`config.mk`:
```
export PLATFORM = sky130hd
export DESIGN_NAME = plti_seq
export DESIGN_NICKNAME = d
export VERILOG_FILES = /design/src/rtl/core/plti_pkg.sv /design/src/rtl/core/plti_seq.sv
export SDC_FILE = /design/constraint.sdc
export NUM_CORES = 1
export LEC_CHECK = 0
export BUFFER_PORTS_ARGS = -buffer_cell sky130_fd_sc_hd__buf_2
export CORE_AREA = 2 2 61 46
export CTS_CLUSTER_SIZE = 8
export DETAILED_ROUTE_END_ITERATION = 6
export DIE_AREA = 0 0 63 48
export SYNTH_ARGS = -nofsm -noshare
export SYNTH_HDL_FRONTEND = slang
export SYNTH_SLANG_ARGS = --single-unit
```
`constraint.sdc`:
```
create_clock -name clk -period 2 [get_ports clk]
set_input_delay 0.4 -clock clk [delete_from_list [all_inputs] [get_ports clk]]
set_output_delay 0.4 -clock clk [all_outputs]
set_load 0.01 [all_outputs]
```
`src/rtl/core/plti_pkg.sv`:
```
`timescale 1ns / 1ps

package plti_pkg;

  localparam int TABLE_DEPTH_DEF = 64;
  localparam int VAL_W  = 32;
  localparam int IDX_IN_W = 6;
  localparam int PTS_W  = 7;
  localparam int SEG_W  = 6;
  localparam int REG_W  = 2;
  localparam int DIV_STEPS = 32;
  localparam logic [PTS_W-1:0] PTS_RESET = 7'd64;

  localparam logic OP_LOAD  = 1'b0;
  localparam logic OP_QUERY = 1'b1;

  typedef enum logic [REG_W-1:0] {
    REG_LOW  = 2'd0,
    REG_MID  = 2'd1,
    REG_HIGH = 2'd2
  } region_t;

  typedef enum logic [3:0] {
    S_IDLE = 4'd0,
    S_RD0  = 4'd1,
    S_CHK0 = 4'd2,
    S_CHKN = 4'd3,
    S_SCAN = 4'd4,
    S_MUL  = 4'd5,
    S_DIVI = 4'd6,
    S_DIV  = 4'd7,
    S_FIN  = 4'd8,
    S_EMIT = 4'd9
  } step_t;

  typedef enum logic [3:0] {
    A_ACCEPT,
    A_ADDR_LAST,
    A_CHK_FIRST,
    A_CHK_LAST,
    A_SCAN,
    A_MUL,
    A_DIV_INIT,
    A_DIV_STEP,
    A_FIN,
    A_EMIT
  } act_t;

  typedef enum logic [2:0] {
    C_ALWAYS,
    C_QUERY,
    C_LE,
    C_GT,
    C_DIV_DONE,
    C_OUT_FREE
  } cond_t;

  // one control word: datapath action, branch test, branch target, and
  // whether a failed test holds the step (else falls through to the next)
  typedef struct packed {
    act_t  act;
    cond_t cond;
    step_t tgt;
    logic  hold;
  } ctrl_t;

  typedef struct packed {
    logic q_acc;
    logic le;
    logic gt;
    logic div_done;
    logic out_free;
  } stat_t;

  function automatic ctrl_t ucode(step_t s);
    ctrl_t c;
    c = '{A_ACCEPT, C_QUERY, S_RD0, 1'b1};
    case (s)
      S_IDLE: c = '{A_ACCEPT,    C_QUERY,    S_RD0,  1'b1};
      S_RD0:  c = '{A_ADDR_LAST, C_ALWAYS,   S_CHK0, 1'b0};
      S_CHK0: c = '{A_CHK_FIRST, C_LE,       S_EMIT, 1'b0};
      S_CHKN: c = '{A_CHK_LAST,  C_GT,       S_EMIT, 1'b0};
      S_SCAN: c = '{A_SCAN,      C_LE,       S_MUL,  1'b1};
      S_MUL:  c = '{A_MUL,       C_ALWAYS,   S_DIVI, 1'b0};
      S_DIVI: c = '{A_DIV_INIT,  C_ALWAYS,   S_DIV,  1'b0};
      S_DIV:  c = '{A_DIV_STEP,  C_DIV_DONE, S_FIN,  1'b1};
      S_FIN:  c = '{A_FIN,       C_ALWAYS,   S_EMIT, 1'b0};
      S_EMIT: c = '{A_EMIT,      C_OUT_FREE, S_IDLE, 1'b1};
      default: c = '{A_ACCEPT,   C_QUERY,    S_RD0,  1'b1};
    endcase
    return c;
  endfunction

endpackage

```
`src/rtl/core/plti_seq.sv`:
```
`timescale 1ns / 1ps

module plti_seq (
  input  logic            clk,
  input  logic            rst_n,
  input  plti_pkg::stat_t stat,
  output plti_pkg::ctrl_t ctrl
);
  import plti_pkg::*;

  step_t step_r, step_nxt;
  logic  taken;

  always_comb begin
    ctrl = ucode(step_r);
  end

  always_comb begin
    case (ctrl.cond)
      C_ALWAYS:   taken = 1'b1;
      C_QUERY:    taken = stat.q_acc;
      C_LE:       taken = stat.le;
      C_GT:       taken = stat.gt;
      C_DIV_DONE: taken = stat.div_done;
      C_OUT_FREE: taken = stat.out_free;
      default:    taken = 1'b0;
    endcase
    if (taken) begin
      step_nxt = ctrl.tgt;
    end else if (ctrl.hold) begin
      step_nxt = step_r;
    end else begin
      step_nxt = step_t'(step_r + 4'd1);
    end
  end

  always_ff @(posedge clk) begin
    if (!rst_n) begin
      step_r <= S_IDLE;
    end else begin
      step_r <= step_nxt;
    end
  end

endmodule

```
==> results by group, run 1 <==
Synthesis
  – Post-synth top cells: dfxtp_1 (16), nand2_1 (9), nor2b_1 (8)
  – Post-synth EDFFs: 0
  – Area leader, netlist: dfxtp_1
  – Most used DFF post-synth: dfxtp_1
  – Count leader, synth: dfxtp_1
  – Post-Syn Nets: 120
  – Mapped cell area: 988 µm²
  – Syn Inst Count: 106
  – Leading post-synthesis cells by cell area: dfxtp_1 (32%), ha_1 (8.9%), nor2b_1 (5.1%), xnor2_1 (3.5%), nand2_1 (3.4%)
  – FFs w/ async S/R, synth: 0%
  – Share of the synthesized area in the top cell type: 32.4%
  – Synth Register Bits: 16
  – Syn Area/Cell: 9.32 µm²
  – Cell variety after synth: 42
  – Ys Warns: 0
  – Sequential share of the synthesized area: 32.4%

Power
  – Overall power: 1890 µW
  – Sw Share: between 40% and 50%
  – Clock power frac: a little under an eighth
  – Gate power share: 59.2%
  – Pwr per Cell Area: 1570 mW/mm²
  – Flop pwr share: 29.4%
  – P_sw: 768 µW
  – Static leakage: 0.000560 µW
  – Max IR drop VDD: between 700 and 800 µV
  – Cell-internal power: 1130 µW

GRT
  – Largest net degree at the start of global routing: 14
  – Total congestion overflow: 0
  – First-pass GRT wire length: 3320 µm
  – Initial antenna violation count: 0
  – Total Routing Usage GR: 14.9%
  – Vias in the first global route: 714

Clocking
  – CTS tree: yes
  – Clock Path Buffers: 2
  – CTS Root Cell: clkbuf_4
  – CTS Buf Count: 3
  – H-tree depth: 1
  – Clock sinks: 16
  – Clock Latency Late Sink: 0.29 ns
  – Post-CTS Hold Fix Bufs: 0
  – Worst-path clk slew: roughly 0.10 ns

Worst setup path
  – Reg-to-reg slack, setup: 0.07 ns
  – Crit start category: register
  – Setup CP Type: reg2reg
  – Crit path launch: ctrl[7]
  – Critical Path RT: around 2.2 ns
  – Worst Reg-to-Reg Cells: 8
  – Reg2reg start: ctrl[7]
  – RR Endpoint: ctrl[4]
  – WP data arrival: 2.11 ns
  – Critical Path Fanout Max: 5
  – Critical Path Sink Type: register
  – Crit path max-delay cell type: dfxtp_4
  – Crit path capture: ctrl[4]
  – Critical-path cell list: nor3_1 > o21ai_1 > o211ai_2 > mux2i_2 > nor2b_2 > buf_4 > ha_1 > a221o_1
  – CP peak stage delay: 0.37 ns

STA
  – Rel. slew slack: 75.5%
  – RSZ-0062 raised after global routing: true
  – Worst slew pin tran: 0.361 ns
  – Setup Skew: 0.00434 ns
  – Pins Over Slew Limit: 0
  – Fin Hold WS: 0.491 ns
  – TNS Setup: 0 ns
  – Fin crit share: 96.3%
  – Final setup violation count: 0
  – FMAX: 0.519 GHz
  – Crit path time final: about 1.9 ns
  – Final hold vios: 0

Status
  – Status: completed

Floorplanning
  – Die area: 0.00302 mm²
  – Die H: 48 µm
  – IO Count: 19
  – Horiz. Die Dim: between 60 and 70 µm
  – # rows: 15
  – Initial Utilization: about 41%
  – Core area: 0.00238 mm²

Route
  – Residual DRC: 0
  – Vias: 805
  – Drt via density: 4.94
  – Antenna viol nets, final: 0
  – Initial DRC Count: 54
  – Drt total wl: around 2100 µm
  – Drt first pass iters: 4
  – Avg WL per Cell: 12.8 µm

Final layout
  – Layout cell share with drive strength beyond 1: approximately two fifths
  – FILL cells: roughly 240
  – Multi-input gate area: about 640 µm²
  – FF/Latch Area: between 300 and 400 µm²
  – Area Overhead vs Synth: 21.8%
  – Fin util: 50.5%
  – Antenna Cells: 0
  – Final #Nets: 144

Run
  – Max_cap viols: 0

Placement
  – GPL Wtd Cong: 0.771
  – PortBufs: 18
  – HPWL after DPL: 1580 µm

Min path
  – Hold Path Class: in2reg
## stage by stage
step	instances	worst slack (ns)	instance area [µm²]
after floorplan	106	0.0649	991
after global placement	158	0.0402	1130
after global routing	163	-0.0339	1200
after CTS	162	0.0436	1170
final	163	0.0730	1200
after detailed placement	158	-0.0197	1130
## critical path, delay by kind of cell (launching register included)
family                     cells  cell delay [ns]
and+or+nand+nor                2             0.26
DFF                            1             0.37
muxes                          1             0.32
adders and majority gates      1             0.18
AOI/OAI and AO/OA              3             0.55
buffers and inverters          1             0.14
## cells in the final DEF, fill, tap and decap left out, drive strengths merged, types with 2 or more instances in the layout
cell and instances:
buf 25, dfxtp 16, nand2 9, nor2b 9
ha 7, o21ai 7, inv 5, nor2 5
mux2i 5, xnor2 4, clkbuf 4, a21oi 3
a22o 3, and2 3, nor3 2, nand2b 2
nand4b 2, a21o 2, mux2 2
## state kept, by name, summed over array words and instances (netlist names)
register / count
step_r: 4
ctrl: 12
## cell families (layout without fill, tap and decap cells)
family	count (synthesis)	in the layout	share of synthesized area (%)
flops	16	16	32.4
compound gates	24	24	18.6
mux	7	7	9.75
fa+ha+maj	7	7	8.86
simple gates	36	36	20.5
xor+xnor	5	5	4.43
buf+inv	11	34	5.44
## how the worst min path moves through the flow
stage	start	endpoint	slack (ns)	cells past startpoint
global route	rst_n	step_r[0]	0.50	2
global placement	ctrl[1]	step_r[0]	0.65	2
detailed placement	ctrl[2]	step_r[1]	0.65	3
floorplan	rst_n	ctrl[10]	0.61	2
CTS	rst_n	ctrl[1]	0.48	2
finish	rst_n	step_r[0]	0.49	2
## final cells by class
type | count | area share [%]
repair buffers | 25 | 11.9
well taps | 34 | 3.53
clock buffers | 4 | 3.01
flip-flops and latches | 16 | 27.0
inverters | 5 | 1.56
multi-input cells | 79 | 53.0
## power by group through the flow
| stage | Combinational, µW | Sequential, µW | Clock [µW] |
|---|---|---|---|
| final | 1120 | 557 | 215 |
| after global routing | 1230 | 579 | 232 |
| after CTS | 1050 | 553 | 220 |
| after detailed placement | 1040 | 561 | 0 |
| after global placement | 1030 | 559 | 0 |
| after floorplan | 763 | 557 | 0 |
## repair_timing
item                       in CTS  in global routing
hold endpoints to repair        0                  0
setup buffers                   0                  1
gates resized for setup         0                  9
setup endpoints to repair       0                  8
## per-layer routing
metal	share of wire (%)	GRT usage, %
met1	55	20.9
met2	39	21.5
met3	4.6	3.29
met4	1.8	8.00
met5	0	0
Power figures use the tool's default switching activity.
==> inputs of run 2 (changes only) <==
--- a/config.mk
+++ b/config.mk
@@ -10,6 +10,7 @@
 export CTS_CLUSTER_SIZE = 8
 export DETAILED_ROUTE_END_ITERATION = 6
 export DIE_AREA = 0 0 63 48
+export SETUP_SLACK_MARGIN = 0.5
 export SYNTH_ARGS = -nofsm -noshare
 export SYNTH_HDL_FRONTEND = slang
 export SYNTH_SLANG_ARGS = --single-unit
==> constraint.sdc (replaced) <==
create_clock -name clk -period 2.1 [get_ports clk]
set_input_delay 0.42 -clock clk [delete_from_list [all_inputs] [get_ports clk]]
set_output_delay 0.42 -clock clk [all_outputs]
set_load 0.01 [all_outputs]
==> results by group, run 2 (synthesis results as in run 1) <==
Final layout
  – Layout cell share with drive strength beyond 1: 53.7% (+15 points)
  – FILL cells: 221 (-6.0%)
  – Antenna Cells: 0 (unchanged)
  – Most frequent cells in the layout: buf_2 (18), buf_4 (12), dfxtp_1 (10), nand2_1 (8), nor2b_1 (5)
  – Area Overhead vs Synth: 38.1%
  – Final #Nets: 149 (+3.5%)
  – Fin area: 0.00137 mm² (+13%)
  – Non-filler instance count after layout: 168 (+3.1%)
  – Max reg flops: 12 (unchanged)
  – Most common cell after layout, fill and taps aside: buf_2

GRT
  – GRT met3 Usage: 4.00% (+0.71 points)
  – Met2 Resource Use GR: 26.4% (+4.9 points)
  – Initial antenna violation count: 0 (unchanged)
  – Largest net degree at the start of global routing: 14 (unchanged)
  – First-pass GRT wire length: 3540 µm (+6.7%)
  – Total congestion overflow: 0 (unchanged)
  – Gr busiest metal: met2
  – Total Routing Usage GR: 16.1% (+1.2 points)
  – GR met1 Demand/Resource: 20.5% (-0.39 points)
  – Vias in the first global route: 746 (+4.5%)

Floorplanning
  – Core area: 0.00238 mm² (unchanged)
  – Initial Utilization: 41.5% (unchanged)
  – IO Count: 19 (unchanged)
  – # rows: 15 (unchanged)
  – Horiz. Die Dim: 63 µm (unchanged)
  – Die area: 0.00302 mm² (unchanged)
  – Die H: 48 µm (unchanged)

STA
  – RSZ-0062 raised after global routing: true
  – Rel. slew slack: 76.6% (+1.1 points)
  – Setup Skew: 0.00178 ns (-0.00255 ns)
  – Pins Over Slew Limit: 0 (unchanged)
  – Final hold vios: 0 (unchanged)
  – Final WS setup: 0.228 ns (+0.155 ns)
  – Fin crit share: 89.1% (-7.2 points)
  – FMAX: 0.534 GHz (+3.0%)
  – Worst slew pin tran: 0.348 ns (-0.0132 ns)
  – Final setup violation count: 0 (unchanged)
  – TNS Setup: 0 ns (unchanged)
  – Crit path time final: 1.87 ns (-0.0554 ns)

Run
  – Max_cap viols: 0 (unchanged)

Power
  – Gate power share: 63.5% (+4.3 points)
  – Flop pwr share: 26.9% (-2.5 points)
  – Sw Share: 40.6% (+0.054 points)
  – Overall power: 2080 µW (+10%)
  – P_sw: 845 µW (+10%)
  – Max IR drop VDD: 662 µV (-8.5%)
  – Clock power frac: 9.6% (-1.8 points)
  – Cell-internal power: 1240 µW (+9.9%)
  – Pwr per Cell Area: 1530 mW/mm² (-3.0%)
  – Static leakage: 0.000595 µW (+6.2%)

Worst setup path
  – RR Endpoint: ctrl[4]
  – Reg-to-reg slack, setup: 0.23 ns (+0.16 ns)
  – Critical Path Fanout Max: 4 (-1)
  – Setup CP Type: reg2reg
  – WP data arrival: 2.05 ns (-0.06 ns)
  – Worst Reg-to-Reg Cells: 8 (unchanged)
  – Reg2reg start: ctrl[5]
  – Crit start category: register
  – Critical Path RT: 2.28 ns (+0.09 ns)
  – Critical Path Sink Type: register

Route
  – Initial DRC Count: 23 (-57%)
  – Drt via density: 4.99 (+1.0%)
  – Antenna viol nets, final: 0 (unchanged)
  – Residual DRC: 0 (unchanged)
  – Drt first pass iters: 4 (unchanged)
  – Vias: 838 (+4.1%)
  – Drt total wl: 2400 µm (+15%)
  – Avg WL per Cell: 14.3 µm (+12%)

Clocking
  – CTS tree: yes
  – CTS Root Cell: clkbuf_4
  – Clock Latency Late Sink: 0.28 ns (about the same)
  – Clock sinks: 16 (unchanged)
  – Post-CTS Hold Fix Bufs: 0 (unchanged)
  – H-tree depth: 1 (unchanged)
  – Worst-path clk slew: 0.09 ns (about the same)
  – Clock Path Buffers: 2 (unchanged)
  – CTS Buf Count: 3 (unchanged)

Placement
  – Placed cells: 158 (unchanged)
  – GPL Wtd Cong: 0.753 (-2.4%)
  – HPWL after DPL: 1670 µm (+5.9%)
  – Placed Area: 0.00118 mm² (+3.8%)
  – Pre-CTS WS: 0.0481 ns (+0.0678 ns)
  – PortBufs: 18 (unchanged)

Min path
  – Worst hold path endpoint: step_r[0]
  – Hold Path Class: in2reg
  – HP Start: rst_n
  – Worst Hold Depth: 2 (unchanged)

Status
  – Status: completed
[run 2: layer usage]
layer / vias to the layer above / wire [µm]
li1: 424 / -
met2: 18 / 1110
met4: 0 / 30
met5: - / 0
met3: 4 / 85
met1: 392 / 1180
[run 2: power by group through the flow]
stage | combinational, µW | clock [µW] | sequential, µW
6_report | 1320 | 200 | 560
5_1_grt | 1430 | 218 | 574
4_1_cts | 1190 | 208 | 527
3_5_place_dp | 1090 | 0 | 531
3_3_place_gp | 1080 | 0 | 530
2_1_floorplan | 796 | 0 | 537
[run 2: cell type report]
class                           count  area (µm²)  area share (%)
Tap cell                           34        42.5            3.12
Multi-Input combinational cell     79         749            54.9
Timing Repair Buffer               30         180            13.2
Sequential cell                    16         333            24.4
Inverter                            5        23.8            1.74
Clock buffer                        4        36.3            2.66
[run 2: timing repair]
action                     4_1_cts  5_1_grt
setup buffers                    4        2
resized for setup                9       16
setup endpoints to repair       12       14
pin swaps                        4        5
[run 2: metrics by stage]
step                hold slack [ns]  utilization, %
floorplan                     0.615               -
global placement              0.637            49.3
CTS                           0.490            53.8
finish                        0.525            57.3
global route                  0.515            57.3
detailed placement            0.638            49.3
[run 2: worst max-delay path by stage]
stage                 start  endpoint  slack, ns  cells past startpoint
floorplan           ctrl[7]   ctrl[4]       0.21                      9
global placement    stat[1]   ctrl[5]       0.10                     10
detailed placement  stat[1]   ctrl[5]       0.05                     10
CTS                 ctrl[7]   ctrl[5]       0.22                      9
global route        ctrl[5]   ctrl[0]       0.17                      9
finish              ctrl[5]   ctrl[4]       0.23                      8
[run 2: critical path: stages, from the launching register on]
cell and delay, ns:
dfxtp_4 0.38, nor2b_4 0.13, o21ai_2 0.17, o211ai_4 0.13, mux2i_2 0.25, nor2b_2 0.09, buf_4 0.16, ha_4 0.16
a221o_1 0.30
==> inputs of run 3 (changes only) <==
==> constraint.sdc (replaced) <==
create_clock -name clk -period 2.1 [get_ports clk]
set_input_delay 0.42 -clock clk [delete_from_list [all_inputs] [get_ports clk]]
set_output_delay 0.42 -clock clk [all_outputs]
set_load 0.05 [all_outputs]
==> results by group, run 3 (synthesis results as in run 1) <==
Status
  – Status: completed

Final layout
  – Layout cell share with drive strength beyond 1: 45.5% (-8.2 points)
  – Final #Nets: 149 (unchanged)
  – FILL cells: 223 (+0.90%)
  – Area Overhead vs Synth: 31.5%
  – Most common cell after layout, fill and taps aside: buf_2
  – Most frequent cells in the layout: buf_2 (18), dfxtp_1 (12), buf_4 (11), nand2_1 (9), nor2b_1 (7)
  – Max reg flops: 12 (unchanged)
  – Antenna Cells: 0 (unchanged)
  – Fin area: 0.00130 mm² (-4.8%)

Floorplanning
  – # rows: 15 (unchanged)
  – Die H: 48 µm (unchanged)
  – IO Count: 19 (unchanged)
  – Die area: 0.00302 mm² (unchanged)
  – Core area: 0.00238 mm² (unchanged)
  – Initial Utilization: 41.5% (unchanged)
  – Horiz. Die Dim: 63 µm (unchanged)

Worst setup path
  – Crit path launch: ctrl[7]
  – Critical Path RT: 2.30 ns (+0.02 ns)
  – Crit path max-delay cell type: dfxtp_4
  – Critical Path Fanout Max: 7 (+3)
  – Worst Reg-to-Reg Cells: 8 (unchanged)
  – Setup CP Type: reg2reg
  – Reg-to-reg slack, setup: 0.20 ns (-0.03 ns)
  – Critical Path Sink Type: register
  – Crit path capture: ctrl[0]
  – Crit start category: register
  – Critical-path cell list: nor2b_1 > o21ai_1 > o211ai_2 > buf_6 > mux2_4 > ha_4 > and2_4 > a221oi_2
  – CP peak stage delay: 0.36 ns (-0.02 ns)
  – Reg2reg start: ctrl[7]
  – RR Endpoint: ctrl[0]
  – WP data arrival: 2.10 ns (+0.05 ns)

Clocking
  – Clock Latency Late Sink: 0.29 ns (about the same)
  – H-tree depth: 1 (unchanged)
  – CTS tree: yes
  – Clock sinks: 16 (unchanged)
  – Worst-path clk slew: 0.09 ns (about the same)
  – Clock Path Buffers: 2 (unchanged)
  – CTS Root Cell: clkbuf_4
  – CTS Buf Count: 3 (unchanged)

STA
  – Crit path time final: 1.90 ns (+0.0291 ns)
  – Final setup violation count: 0 (unchanged)
  – RSZ-0062 raised after global routing: true
  – TNS Setup: 0 ns (unchanged)
  – Worst slew pin tran: 0.373 ns (+0.0249 ns)
  – Setup Skew: 0.00200 ns (+0.000215 ns)
  – FMAX: 0.526 GHz (-1.5%)
  – Fin crit share: 90.5% (+1.4 points)
  – Rel. slew slack: 74.9% (-1.7 points)
  – Pins Over Slew Limit: 0 (unchanged)
  – Final hold vios: 0 (unchanged)

Power
  – Sw Share: 47.3% (+6.7 points)
  – Cell-internal power: 1170 µW (-5.1%)
  – Gate power share: 67.5% (+4.0 points)
  – Overall power: 2230 µW (+6.9%)
  – Flop pwr share: 24.8% (-2.1 points)
  – Clock power frac: 7.7% (-1.9 points)
  – P_sw: 1050 µW (+24%)
  – Pwr per Cell Area: 1710 mW/mm² (+12%)
  – Static leakage: 0.000593 µW (-0.19%)
  – Max IR drop VDD: 881 µV (+33%)

GRT
  – Vias in the first global route: 722 (-3.2%)
  – First-pass GRT wire length: 3550 µm (+0.20%)
  – Total Routing Usage GR: 16.0% (-0.14 points)
  – Initial antenna violation count: 0 (unchanged)
  – Total congestion overflow: 0 (unchanged)
  – Largest net degree at the start of global routing: 14 (unchanged)

Route
  – Drt total wl: 2220 µm (-7.7%)
  – Vias: 860 (+2.6%)
  – Drt first pass iters: 4 (unchanged)
  – Initial DRC Count: 19 (-17%)
  – Residual DRC: 0 (unchanged)
  – Drt via density: 5.12 (+2.6%)
  – Antenna viol nets, final: 0 (unchanged)
  – Avg WL per Cell: 13.2 µm (-7.7%)

Min path
  – Hold Path Class: in2reg

Placement
  – PortBufs: 18 (unchanged)
  – GPL Wtd Cong: 0.802 (+6.5%)
  – Placed Area: 0.00116 mm² (-1.5%)
  – HPWL after DPL: 1580 µm (-5.4%)

Run
  – Max_cap viols: 0 (unchanged)
run 3: worst max-delay path, delay by kind of cell, from the launching register on:
| kind | cells | cell delay (ns) |
|---|---|---|
| adders and majority gates | 1 | 0.18 |
| muxes | 1 | 0.36 |
| DFF | 1 | 0.36 |
| and+or+nand+nor | 2 | 0.25 |
| AOI/OAI and AO/OA | 3 | 0.49 |
| buffers and inverters | 1 | 0.16 |
run 3: worst min-delay path by stage:
stage	startpoint	to	slack, ns	cells past startpoint
final	rst_n	step_r[0]	0.50	2
after global routing	rst_n	step_r[0]	0.49	2
after CTS	rst_n	step_r[0]	0.49	2
after floorplan	rst_n	ctrl[10]	0.63	2
after detailed placement	ctrl[1]	step_r[0]	0.63	2
after global placement	ctrl[1]	step_r[0]	0.64	2
run 3: layout make-up:
| cell class | instances | area (µm²) | area share, % |
|---|---|---|---|
| Clock buffer | 4 | 26.3 | 2.02 |
| Timing Repair Buffer | 30 | 184 | 14.1 |
| Inverter | 5 | 18.8 | 1.44 |
| Multi-Input combinational cell | 79 | 693 | 53.3 |
| Tap cell | 34 | 42.5 | 3.27 |
| Sequential cell | 16 | 335 | 25.8 |
run 3: repair_timing:
| action | CTS | global route |
|---|---|---|
| setup endpoints to repair | 14 | 15 |
| resized for setup | 7 | 5 |
| hold buffers | 0 | 0 |
| buffers inserted | 5 | 3 |
| pin swaps | 9 | 5 |
| cloned | 0 | 0 |
run 3: power groups by stage:
| stage | clock network, µW | logic, µW | registers (µW) |
|---|---|---|---|
| after detailed placement | 0 | 1280 | 551 |
| after floorplan | 0 | 768 | 800 |
| after CTS | 176 | 1430 | 551 |
| final | 171 | 1500 | 553 |
| after global routing | 192 | 1610 | 571 |
| after global placement | 0 | 1270 | 549 |
run 3: stage by stage:
| stage | setup WS, ns | util (%) | std cells | hold slack (ns) |
|---|---|---|---|---|
| final | 0.199 | 54.5 | 168 | 0.500 |
| after global routing | 0.126 | 54.5 | 168 | 0.490 |
| after CTS | 0.196 | 52.7 | 165 | 0.487 |
| after detailed placement | 0.0170 | 48.6 | 156 | 0.631 |
| after global placement | 0.0595 | 48.6 | 156 | 0.641 |
| after floorplan | 0.125 | - | 106 | 0.626 |
run 3: routing by layer:
| metal | track usage, % | part of all wire (%) | wire length, µm | vias to the layer above |
|---|---|---|---|---|
| met3 | 5.18 | 4.4 | 97 | 2 |
| met1 | 21.6 | 51 | 1130 | 414 |
| met5 | 0 | 0 | 0 | - |
| li1 | - | - | - | 425 |
| met2 | 25.1 | 44 | 978 | 19 |
| met4 | 4.00 | 0.36 | 8 | 0 |
